<file path="config.mk">
export PLATFORM = sky130hd
export DESIGN_NAME = header_tail_frame_field_parser_core_flat
export DESIGN_NICKNAME = d
export VERILOG_FILES = /design/src/rtl/htp_pkg.sv /design/src/rtl/htp_if.sv /design/src/rtl/htp_front.sv /design/src/rtl/htp_queue.sv /design/src/rtl/htp_back.sv /design/src/rtl/header_tail_frame_field_parser_core.sv /design/src/flat_wrapper.sv
export SDC_FILE = /design/constraint.sdc
export NUM_CORES = 1
export LEC_CHECK = 0
export ABC_AREA = 1
export CAP_MARGIN = 40
export CORE_ASPECT_RATIO = 1.1
export CORE_UTILIZATION = 30
export CTS_CLUSTER_DIAMETER = 120
export DETAILED_ROUTE_END_ITERATION = 8
export DONT_BUFFER_PORTS = 1
export PLACE_DENSITY = 0.56
export SLEW_MARGIN = 20
export SYNTH_ARGS = -nofsm -noshare
export SYNTH_HDL_FRONTEND = slang
export SYNTH_SLANG_ARGS = --single-unit
export TNS_END_PERCENT = 10
</file>
<file path="constraint.sdc">
create_clock -name clk -period 9.3 [get_ports clk]
set_input_delay 0.93 -clock clk [delete_from_list [all_inputs] [get_ports clk]]
set_output_delay 0.93 -clock clk [all_outputs]
set_load 0.005 [all_outputs]
</file>
<file path="src/rtl/htp_pkg.sv">
`timescale 1ns / 1ps

package htp_pkg;

  // Frame geometry defaults
  localparam int MAX_FRAME_BYTES_DEF = 15;
  localparam int FIELD_COUNT_DEF     = 8;
  localparam int OUT_FIELDS          = 8;

  // Config port
  localparam int CFG_IDX_W  = 4;
  localparam int CFG_DATA_W = 8;
  localparam int MIN_W      = 4;

  localparam logic [7:0]       HDR1_RST = 8'h2C;
  localparam logic [7:0]       HDR2_RST = 8'h12;
  localparam logic [7:0]       TAIL_RST = 8'h5B;
  localparam logic [MIN_W-1:0] MIN_RST  = 4'd8;

  typedef enum logic [CFG_IDX_W-1:0] {
    CFG_HEADER_FIRST  = 4'd0,
    CFG_HEADER_SECOND = 4'd1,
    CFG_TAIL_BYTE     = 4'd2,
    CFG_MIN_DATA      = 4'd3
  } cfg_idx_t;

  typedef struct packed {
    logic [7:0]       hdr1;
    logic [7:0]       hdr2;
    logic [7:0]       tail;
    logic [MIN_W-1:0] min_data;
  } cfg_t;

  // One closed frame, as handed from front to back
  typedef struct packed {
    logic                       status;
    logic [OUT_FIELDS-1:0][7:0] fields;
  } rec_t;

  // Status codes
  localparam logic ST_OK    = 1'b0;
  localparam logic ST_SHORT = 1'b1;

  // Record queue
  localparam int Q_DEPTH = 2;
  localparam int Q_PTR_W = $clog2(Q_DEPTH);
  localparam int Q_CNT_W = $clog2(Q_DEPTH + 1);

endpackage

</file>
<file path="src/rtl/htp_if.sv">
`timescale 1ns / 1ps

interface htp_in_if;
  logic       valid;
  logic       ready;
  logic [7:0] rx_byte;
  modport source (output valid, output rx_byte, input ready);
  modport sink   (input valid, input rx_byte, output ready);
endinterface

interface htp_out_if;
  logic       valid;
  logic       ready;
  logic       status;
  logic [7:0] field_0;
  logic [7:0] field_1;
  logic [7:0] field_2;
  logic [7:0] field_3;
  logic [7:0] field_4;
  logic [7:0] field_5;
  logic [7:0] field_6;
  logic [7:0] field_7;
  logic [7:0] steer_hold;
  modport source (output valid, output status, output field_0, output field_1,
                  output field_2, output field_3, output field_4, output field_5,
                  output field_6, output field_7, output steer_hold, input ready);
  modport sink   (input valid, input status, input field_0, input field_1,
                  input field_2, input field_3, input field_4, input field_5,
                  input field_6, input field_7, input steer_hold, output ready);
endinterface

interface htp_cfg_if;
  logic                           valid;
  logic                           ready;
  logic [htp_pkg::CFG_IDX_W-1:0]  index;
  logic [htp_pkg::CFG_DATA_W-1:0] data;
  modport source (output valid, output index, output data, input ready);
  modport sink   (input valid, input index, input data, output ready);
endinterface

</file>
<file path="src/rtl/htp_front.sv">
`timescale 1ns / 1ps

// Byte parser: header hunt, data collection, close detection.
module htp_front #(
  parameter int MAX_FRAME_BYTES = htp_pkg::MAX_FRAME_BYTES_DEF,
  parameter int FIELD_COUNT     = htp_pkg::FIELD_COUNT_DEF
) (
  input  logic            clk,
  input  logic            rst_n,
  input  htp_pkg::cfg_t   cfg,
  htp_in_if.sink          in_if,
  input  logic            q_full,
  output logic            push,
  output htp_pkg::rec_t   rec
);

  localparam int CNT_W = $clog2(MAX_FRAME_BYTES - 1);
  localparam int CMP_W = (CNT_W > htp_pkg::MIN_W) ? CNT_W : htp_pkg::MIN_W;
  localparam logic [CNT_W-1:0] CNT_LIMIT = CNT_W'(MAX_FRAME_BYTES - 2);

  typedef enum logic [3:0] {
    PH_HUNT = 4'b0001,
    PH_HDR2 = 4'b0010,
    PH_DATA = 4'b0100,
    PH_SKIP = 4'b1000
  } phase_t;

  phase_t           state_r, state_nxt;
  logic [CNT_W-1:0] cnt_r, cnt_nxt, cnt_inc;
  logic [7:0]       hist_r   [FIELD_COUNT];  // hist_r[i]: byte i+1 places back
  logic [7:0]       hist_nxt [FIELD_COUNT];
  logic [7:0]       shifted  [FIELD_COUNT];
  logic [7:0]       b;
  logic             fire, close, accept;
  logic [htp_pkg::OUT_FIELDS-1:0][7:0] fld;

  assign in_if.ready = !q_full;
  assign fire        = in_if.valid && in_if.ready;
  assign b           = in_if.rx_byte;
  assign cnt_inc     = cnt_r + CNT_W'(1);
  assign close       = (state_r == PH_DATA) && ((cnt_inc >= CNT_LIMIT) || (b == cfg.tail));
  // cnt_r is the data count before the final byte
  assign accept      = CMP_W'(cnt_r) >= CMP_W'(cfg.min_data);
  assign push        = fire && close;

  for (genvar j = 0; j < htp_pkg::OUT_FIELDS; j++) begin : g_fld
    if (htp_pkg::OUT_FIELDS - j <= FIELD_COUNT) begin : g_on
      assign fld[j] = accept ? hist_r[htp_pkg::OUT_FIELDS - 1 - j] : 8'h00;
    end else begin : g_off
      assign fld[j] = 8'h00;
    end
  end

  assign rec.status = accept ? htp_pkg::ST_OK : htp_pkg::ST_SHORT;
  assign rec.fields = fld;

  always_comb begin
    shifted[0] = b;
    for (int i = 1; i < FIELD_COUNT; i++) begin
      shifted[i] = hist_r[i-1];
    end
  end

  always_comb begin
    state_nxt = state_r;
    cnt_nxt   = cnt_r;
    hist_nxt  = hist_r;
    if (fire) begin
      case (state_r)
        PH_HUNT: begin
          if (b == cfg.hdr1) begin
            for (int i = 0; i < FIELD_COUNT; i++) begin
              hist_nxt[i] = 8'h00;
            end
            hist_nxt[0] = b;
            cnt_nxt     = '0;
            state_nxt   = PH_HDR2;
          end
        end
        PH_HDR2: begin
          if (b == cfg.hdr2) begin
            hist_nxt  = shifted;
            state_nxt = PH_DATA;
          end else begin
            cnt_nxt   = '0;
            state_nxt = PH_HUNT;
          end
        end
        PH_DATA: begin
          hist_nxt = shifted;
          cnt_nxt  = cnt_inc;
          if (close) begin
            state_nxt = PH_SKIP;
          end
        end
        PH_SKIP: begin
          cnt_nxt   = '0;
          state_nxt = PH_HUNT;
        end
        default: begin
          cnt_nxt   = '0;
          state_nxt = PH_HUNT;
        end
      endcase
    end
  end

  always_ff @(posedge clk) begin
    if (!rst_n) begin
      state_r <= PH_HUNT;
      cnt_r   <= '0;
    end else begin
      state_r <= state_nxt;
      cnt_r   <= cnt_nxt;
    end
    hist_r <= hist_nxt;
  end

  // every close leaves exactly one byte to drop
  a_close_skip: assert property (@(posedge clk) disable iff (!rst_n)
    push |=> state_r == PH_SKIP)
    else $error("close not followed by skip phase");

endmodule

</file>
<file path="src/rtl/htp_queue.sv">
`timescale 1ns / 1ps

// Two-entry record queue between parser and output stage.
module htp_queue (
  input  logic          clk,
  input  logic          rst_n,
  input  logic          push,
  input  htp_pkg::rec_t push_rec,
  output logic          full,
  input  logic          pop,
  output logic          avail,
  output htp_pkg::rec_t pop_rec
);

  htp_pkg::rec_t                    mem_r [htp_pkg::Q_DEPTH];
  logic [htp_pkg::Q_PTR_W-1:0]      wr_r, rd_r;
  logic [htp_pkg::Q_CNT_W-1:0]      cnt_r, cnt_nxt;

  assign full    = cnt_r == htp_pkg::Q_CNT_W'(htp_pkg::Q_DEPTH);
  assign avail   = cnt_r != '0;
  assign pop_rec = mem_r[rd_r];

  always_comb begin
    cnt_nxt = cnt_r;
    if (push && !pop) begin
      cnt_nxt = cnt_r + htp_pkg::Q_CNT_W'(1);
    end else if (pop && !push) begin
      cnt_nxt = cnt_r - htp_pkg::Q_CNT_W'(1);
    end
  end

  always_ff @(posedge clk) begin
    if (!rst_n) begin
      wr_r  <= '0;
      rd_r  <= '0;
      cnt_r <= '0;
    end else begin
      if (push) begin
        wr_r <= wr_r + htp_pkg::Q_PTR_W'(1);
      end
      if (pop) begin
        rd_r <= rd_r + htp_pkg::Q_PTR_W'(1);
      end
      cnt_r <= cnt_nxt;
    end
    if (push) begin
      mem_r[wr_r] <= push_rec;
    end
  end

  a_no_overflow: assert property (@(posedge clk) disable iff (!rst_n)
    full |-> !push)
    else $error("push into full queue");

  a_no_underflow: assert property (@(posedge clk) disable iff (!rst_n)
    pop |-> avail)
    else $error("pop from empty queue");

endmodule

</file>
<file path="src/rtl/htp_back.sv">
`timescale 1ns / 1ps

// Output stage: steering hold update and result register.
module htp_back (
  input  logic          clk,
  input  logic          rst_n,
  input  logic          avail,
  input  htp_pkg::rec_t rec,
  output logic          pop,
  htp_out_if.source     out_if
);

  htp_pkg::rec_t data_r;
  logic          valid_r;
  logic [7:0]    held_r, held_nxt, steer_r;

  assign pop = avail && (!valid_r || out_if.ready);

  // field 1 of an accepted frame steers when nonzero
  assign held_nxt = ((rec.status == htp_pkg::ST_OK) && (rec.fields[1] != 8'h00)) ?
                    rec.fields[1] : held_r;

  always_ff @(posedge clk) begin
    if (!rst_n) begin
      valid_r <= 1'b0;
      held_r  <= 8'h00;
    end else begin
      if (pop) begin
        valid_r <= 1'b1;
        held_r  <= held_nxt;
      end else if (out_if.ready) begin
        valid_r <= 1'b0;
      end
    end
    if (pop) begin
      data_r  <= rec;
      steer_r <= held_nxt;
    end
  end

  assign out_if.valid      = valid_r;
  assign out_if.status     = data_r.status;
  assign out_if.field_0    = data_r.fields[0];
  assign out_if.field_1    = data_r.fields[1];
  assign out_if.field_2    = data_r.fields[2];
  assign out_if.field_3    = data_r.fields[3];
  assign out_if.field_4    = data_r.fields[4];
  assign out_if.field_5    = data_r.fields[5];
  assign out_if.field_6    = data_r.fields[6];
  assign out_if.field_7    = data_r.fields[7];
  assign out_if.steer_hold = steer_r;

  a_held_only_on_pop: assert property (@(posedge clk) disable iff (!rst_n)
    !pop |=> $stable(held_r))
    else $error("steering hold moved without a result");

endmodule

</file>
<file path="src/rtl/header_tail_frame_field_parser_core.sv">
`timescale 1ns / 1ps

// Two-byte-header frame parser for a received byte stream.
//
// in_if   : one rx_byte per item. Bytes are matched against header_first,
//           then header_second, then collected until tail_byte or the
//           frame length limit (MAX_FRAME_BYTES - 2 data bytes) closes it.
// out_if  : one item per closed frame: status (0 ok, 1 too short), the
//           eight bytes before the closing byte (field_0 oldest, zero if too short) and the
//           held steering value. The byte after a close is always dropped.
// cfg_if  : register writes (0 header_first, 1 header_second, 2 tail_byte,
//           3 min_data_bytes); other indexes are ignored. Always ready;
//           write only while no frame is in flight.
// Rate    : one byte per cycle while in_if ready is high. A result reaches
//           out_if by way of the record queue entry, then the output
//           register.
// Stall   : when out_if stalls, closed frames collect in the queue; in_if
//           ready drops only once the queue holds two records.
// Reset   : synchronous, active low; registers return to their defaults,
//           the parser hunts for a header and the steering hold is zero.
module header_tail_frame_field_parser_core #(
  parameter int MAX_FRAME_BYTES = htp_pkg::MAX_FRAME_BYTES_DEF,
  parameter int FIELD_COUNT     = htp_pkg::FIELD_COUNT_DEF
) (
  input  logic       clk,
  input  logic       rst_n,
  htp_in_if.sink     in_if,
  htp_out_if.source  out_if,
  htp_cfg_if.sink    cfg_if
);

  htp_pkg::cfg_t cfg_r;
  htp_pkg::rec_t push_rec, pop_rec;
  logic          push, pop, q_full, q_avail;

  // Config registers
  assign cfg_if.ready = 1'b1;

  always_ff @(posedge clk) begin
    if (!rst_n) begin
      cfg_r.hdr1     <= htp_pkg::HDR1_RST;
      cfg_r.hdr2     <= htp_pkg::HDR2_RST;
      cfg_r.tail     <= htp_pkg::TAIL_RST;
      cfg_r.min_data <= htp_pkg::MIN_RST;
    end else if (cfg_if.valid && cfg_if.ready) begin
      case (htp_pkg::cfg_idx_t'(cfg_if.index))
        htp_pkg::CFG_HEADER_FIRST:  cfg_r.hdr1     <= cfg_if.data[7:0];
        htp_pkg::CFG_HEADER_SECOND: cfg_r.hdr2     <= cfg_if.data[7:0];
        htp_pkg::CFG_TAIL_BYTE:     cfg_r.tail     <= cfg_if.data[7:0];
        htp_pkg::CFG_MIN_DATA:      cfg_r.min_data <= cfg_if.data[htp_pkg::MIN_W-1:0];
        default: ;  // unknown index, dropped
      endcase
    end
  end

  // Front: parse and classify bytes
  htp_front #(
    .MAX_FRAME_BYTES (MAX_FRAME_BYTES),
    .FIELD_COUNT     (FIELD_COUNT)
  ) u_front (
    .clk    (clk),
    .rst_n  (rst_n),
    .cfg    (cfg_r),
    .in_if  (in_if),
    .q_full (q_full),
    .push   (push),
    .rec    (push_rec)
  );

  // Closed-frame records waiting for the output stage
  htp_queue u_queue (
    .clk      (clk),
    .rst_n    (rst_n),
    .push     (push),
    .push_rec (push_rec),
    .full     (q_full),
    .pop      (pop),
    .avail    (q_avail),
    .pop_rec  (pop_rec)
  );

  // Back: steering hold and result register
  htp_back u_back (
    .clk    (clk),
    .rst_n  (rst_n),
    .avail  (q_avail),
    .rec    (pop_rec),
    .pop    (pop),
    .out_if (out_if)
  );

endmodule
</file>
<file path="src/flat_wrapper.sv">
// flat-port wrapper written by rule: the top's interface ports become plain ports
module header_tail_frame_field_parser_core_flat 
#(
  parameter int MAX_FRAME_BYTES = htp_pkg::MAX_FRAME_BYTES_DEF,
  parameter int FIELD_COUNT     = htp_pkg::FIELD_COUNT_DEF
)
  (clk, rst_n, in_if_valid, in_if_rx_byte, in_if_ready, out_if_valid, out_if_status, out_if_field_0, out_if_field_1, out_if_field_2, out_if_field_3, out_if_field_4, out_if_field_5, out_if_field_6, out_if_field_7, out_if_steer_hold, out_if_ready, cfg_if_valid, cfg_if_index, cfg_if_data, cfg_if_ready);
  htp_in_if in_if_i ();
  htp_out_if out_if_i ();
  htp_cfg_if cfg_if_i ();
  input  logic clk;
  input  logic rst_n;
  input wire logic [$bits(in_if_i.valid)-1:0] in_if_valid;
  input wire logic [$bits(in_if_i.rx_byte)-1:0] in_if_rx_byte;
  output wire logic [$bits(in_if_i.ready)-1:0] in_if_ready;
  output wire logic [$bits(out_if_i.valid)-1:0] out_if_valid;
  output wire logic [$bits(out_if_i.status)-1:0] out_if_status;
  output wire logic [$bits(out_if_i.field_0)-1:0] out_if_field_0;
  output wire logic [$bits(out_if_i.field_1)-1:0] out_if_field_1;
  output wire logic [$bits(out_if_i.field_2)-1:0] out_if_field_2;
  output wire logic [$bits(out_if_i.field_3)-1:0] out_if_field_3;
  output wire logic [$bits(out_if_i.field_4)-1:0] out_if_field_4;
  output wire logic [$bits(out_if_i.field_5)-1:0] out_if_field_5;
  output wire logic [$bits(out_if_i.field_6)-1:0] out_if_field_6;
  output wire logic [$bits(out_if_i.field_7)-1:0] out_if_field_7;
  output wire logic [$bits(out_if_i.steer_hold)-1:0] out_if_steer_hold;
  input wire logic [$bits(out_if_i.ready)-1:0] out_if_ready;
  input wire logic [$bits(cfg_if_i.valid)-1:0] cfg_if_valid;
  input wire logic [$bits(cfg_if_i.index)-1:0] cfg_if_index;
  input wire logic [$bits(cfg_if_i.data)-1:0] cfg_if_data;
  output wire logic [$bits(cfg_if_i.ready)-1:0] cfg_if_ready;
  assign in_if_i.valid = in_if_valid;
  assign in_if_i.rx_byte = in_if_rx_byte;
  assign in_if_ready = in_if_i.ready;
  assign out_if_valid = out_if_i.valid;
  assign out_if_status = out_if_i.status;
  assign out_if_field_0 = out_if_i.field_0;
  assign out_if_field_1 = out_if_i.field_1;
  assign out_if_field_2 = out_if_i.field_2;
  assign out_if_field_3 = out_if_i.field_3;
  assign out_if_field_4 = out_if_i.field_4;
  assign out_if_field_5 = out_if_i.field_5;
  assign out_if_field_6 = out_if_i.field_6;
  assign out_if_field_7 = out_if_i.field_7;
  assign out_if_steer_hold = out_if_i.steer_hold;
  assign out_if_i.ready = out_if_ready;
  assign cfg_if_i.valid = cfg_if_valid;
  assign cfg_if_i.index = cfg_if_index;
  assign cfg_if_i.data = cfg_if_data;
  assign cfg_if_ready = cfg_if_i.ready;
  header_tail_frame_field_parser_core #(.MAX_FRAME_BYTES(MAX_FRAME_BYTES), .FIELD_COUNT(FIELD_COUNT)) u_core (.clk(clk), .rst_n(rst_n), .in_if(in_if_i), .out_if(out_if_i), .cfg_if(cfg_if_i));
endmodule
</file>
==> metrics.md <==
| Metric | Value |
|---|---|
| Post-DRT Antenna Nets | `0` |
| Share of post-route cells with drive strength above 1 | `0.166` |
| Total area of multi-input combinational cells | `2680 sq um` |
| Area growth, synth to finish | `15.1%` |
| Area of placed instances | `roughly 13000 sq um` |
| Worst-case clock buffer depth | `3` |
| Maximum number of pins on one net before global-route repair | `between 60 and 70` |
| Syn nets | `approximately 1000` |
| Number of flops mapped to enable cells by yosys | `roughly 270` |
| Dpl cells | `~1500` |
| Final clock skew | `~19 ps` |
| Clock tree from TritonCTS | `yes` |
| Setup TNS Final | `0 ps` |
| Highest clock frequency the design can meet | `approximately 420 MHz` |
| Highest net fanout along the worst path | `between 40 and 50` |
| Tightest hold margin | `458 ps` |
| Primary FF master, synth | `edfxtp_1` |
| Via count | `~6600` |
| Reg-to-reg slack, setup | `6920 ps` |
| Max-capacitance violation count | `0` |
| Total number of H-tree levels | `2` |
| Worst Path Required | `9510 ps` |
| Hold-critical path depth | `1` |
| Drt wl/cell | `~15 um` |
| Area share of the largest cell type after synthesis | `0.643` |
| GRT Overall Usage | `0.114` |
| Number of buffer cells added on primary ports | `0` |
| Leakage | `approximately 5.6 nW` |
| Headroom to the max-slew limit | `0.528` |
| Critical path data arrival time | `approximately 2600 ps` |
| Synth top area cells | `edfxtp_1 (64%), dfxtp_1 (8.0%), nand2_1 (5.3%)` |
| Proportion of synthesized chip area in sequential cells | `0.724` |
| Average cell area after synthesis | `12.4 sq um` |
| Post-route DRC | `0` |
| Clock Pin Slew Worst Setup and Hold Paths | `approximately 60 ps` |
| Category of the worst setup path capture point | `flip-flop` |
| Gr ovfl total | `0` |
| Final setup violating endpoints | `0` |
| Starting density of the core | `0.307` |
| Startpoint types | `flip-flop` |
| Unrepaired setup endpoints after global routing | `no` |
| Design area | `around 14000 sq um` |
| Drt first pass iters | `4` |
| Count of final max-slew check failures | `0` |
| Number of buffers inserted for hold repair after clock tree synthesis | `0` |
| RR Endpoint | `u_core.u_queue.mem_r[1][6]$_DFFE_PP_` |
| Clk Latency, worst-skew pair | `between 500 and 600 ps` |
| Clock buffer count from CTS | `36` |
| Beginning of the worst hold path | `u_core.u_queue.rd_r$_SDFFE_PN0P_` |
| Peak supply drop | `around 0.14 mV` |
| Final routed wirelength across all metal layers | `approximately 23000 um` |
| Global-route wire length before repair | `between 30000 and 40000 um` |
| Synth area leader | `edfxtp_1` |
| Worst Max-Slew Pin Slew | `707 ps` |
| Power Total | `roughly 0.0045 W` |
| Worst Hold Class | `flip-flop to flip-flop` |
| Hold Fails Final Rpt | `0` |
| Cell at the root of the clock tree | `clkbuf_16` |
| Floorplan die area | `~42000 sq um` |
| Horizontal die dimension | `between 150 and 200 um` |
| FILL cells | `3948` |
| Initial antenna violation count | `0` |
| Most frequently used cell type in the post-synthesis netlist | `edfxtp_1` |
| Boundary pin count | `101` |
| NumNets Final | `roughly 1100` |
| Category of the most critical setup path | `flip-flop to flip-flop` |
| Total setup buffers inserted after CTS | `0` |
| Number of violations reported at the end of detailed-routing iteration 0 | `~350` |
| Number of global-route vias before repair | `about 6700` |
| Chip height | `approximately 220 um` |
| Clock period minus final worst setup slack | `2380 ps` |
| Placer's final routability congestion estimate | `0.749` |
| Number of gates given a new drive strength after cts | `0` |
| Depth of the worst register-to-register path | `9` |
| Non-filler cells in the finished layout | `about 1600` |
| First element of the critical path | `u_core.u_front.cnt_r[1]$_SDFFE_PN0P_` |
| Startpoint of the worst register-to-register path | `u_core.u_front.cnt_r[1]$_SDFFE_PN0P_` |
| Synth async-reset ratio | `0` |
| Combined area of all synthesized cells | `roughly 12000 sq um` |
| #FFs+latches synth | `around 320` |
| Result of the run | `complete, no violations` |
| Synth cell count leaders | `edfxtp_1 (267), nand2_1 (177), nor2_1 (105)` |
| Site Rows | `77` |
| Yosys cell types | `31` |
| Pwr Density | `slightly above 300 nW/um^2` |
| Mapped Cells | `about 1000` |
| Clock net sink count | `roughly 320` |
| Synth warnings | `0` |
| Core Area | `a little over 40000 sq um` |
| Period utilization | `0.256` |
| Via-per-instance ratio | `between 4 and 5` |
| Ant diodes | `0` |
| Area occupied by registers | `~9000 sq um` |
| HPWL after detailed placement | `roughly 15000 um` |
## area by class of cell
class,instances,share of cell area
sequential,317,0.629
multi-input combinational,479,0.187
clock buffer,49,0.0669
tap,553,0.0482
inverter,182,0.0476
timing repair buffer,12,0.0136
clock inverter,12,0.00803
## metrics by stage
step	util	worst slack, ps
6_report	0.354	6920
5_1_grt	0.354	6620
4_1_cts	0.353	6860
3_5_place_dp	0.327	6400
3_3_place_gp	0.323	6280
2_1_floorplan	-	4630
## how the worst max path moves through the flow
stage | endpoint | slack [ps] | cells past startpoint
final | u_core.u_queue.mem_r[1][6]$_DFFE_PP_ | 6920 | 9
after global routing | u_core.u_queue.cnt_r[1]$_SDFFE_PN0P_ | 6620 | 13
after CTS | u_core.u_queue.mem_r[1][6]$_DFFE_PP_ | 6860 | 9
after detailed placement | u_core.u_queue.mem_r[1][26]$_DFFE_PP_ | 6400 | 11
after global placement | u_core.u_queue.mem_r[1][35]$_DFFE_PP_ | 6280 | 10
after floorplan | u_core.u_queue.mem_r[0][0]$_DFFE_PP_ | 4630 | 9
## cells in the final DEF (no fill, tap or decap), types with 6 or more instances in the layout
cell type    n
xnor2_1     20
mux2_1      46
nand3_1     31
a21oi_1     29
o21ai_1     15
dfxtp_1     49
nand2_1    177
edfxtp_1   267
nand2_2      9
o21ai_2      7
inv_2       77
clkbuf_1    12
nor2_1     101
ha_1         8
buf_4        6
clkbuf_16   36
inv_1      102
mux2_2      10
clkinv_1     6
## layer usage
metal,wire (um),global-route usage,up-vias
met1,10400,0.143,3141
li1,-,-,3342
met5,0,0,-
met2,11300,0.188,115
met4,501,0.0422,0
met3,1120,0.0295,36
## report_power, final
| part | switching [W] | leakage [nW] | internal, W |
|---|---|---|---|
| Clock | 0.000551 | 0.525 | 0.000755 |
| Sequential | 0.000189 | 2.90 | 0.00202 |
| Combinational | 0.000656 | 2.20 | 0.000295 |
| Total | 0.00140 | 5.62 | 0.00307 |
## worst max-delay path: stages (launching register included)
cell,delay (ps)
dfxtp_1,350
ha_1,210
xnor2_1,140
nor2_1,90
nand2_1,70
nand2_1,80
nand3_1,240
nor2_4,160
buf_4,370
buf_16,290
## flip-flops by register name, summed over array words and instances, names as in the netlist, 2 cells and up, named ones only
| signal | count |
|---|---|
| u_core.u_front.cnt_r | 4 |
| u_core.u_back.out_if.field_5 | 8 |
| u_core.u_back.out_if.field_1 | 8 |
| u_core.u_queue.cnt_r | 2 |
| u_core.u_back.out_if.field_0 | 8 |
| u_core.u_front.hist_r | 64 |
| u_core.cfg_r | 28 |
| u_core.u_front.state_r | 4 |
| u_core.u_back.out_if.field_6 | 8 |
| u_core.u_back.held_r | 8 |
| u_core.u_back.out_if.field_2 | 8 |
| u_core.u_back.out_if.steer_hold | 8 |
| u_core.u_back.out_if.field_7 | 8 |
| u_core.u_back.out_if.field_4 | 8 |
| u_core.u_back.out_if.field_3 | 8 |
| u_core.u_queue.mem_r | 130 |
## kinds of logic after synthesis
family	count (synthesis)	synth area share
AO/OA/AOI/OAI	57	0.0257
multiplexers	56	0.0506
flip-flops	317	0.724
AND/OR/NAND/NOR	335	0.111
other	1	0.000301
XOR/XNOR	22	0.0155
adder cells (fa/ha/maj)	8	0.00803
buffers and inverters	209	0.0650
Note: power is estimated with default switching activity, not from simulation.
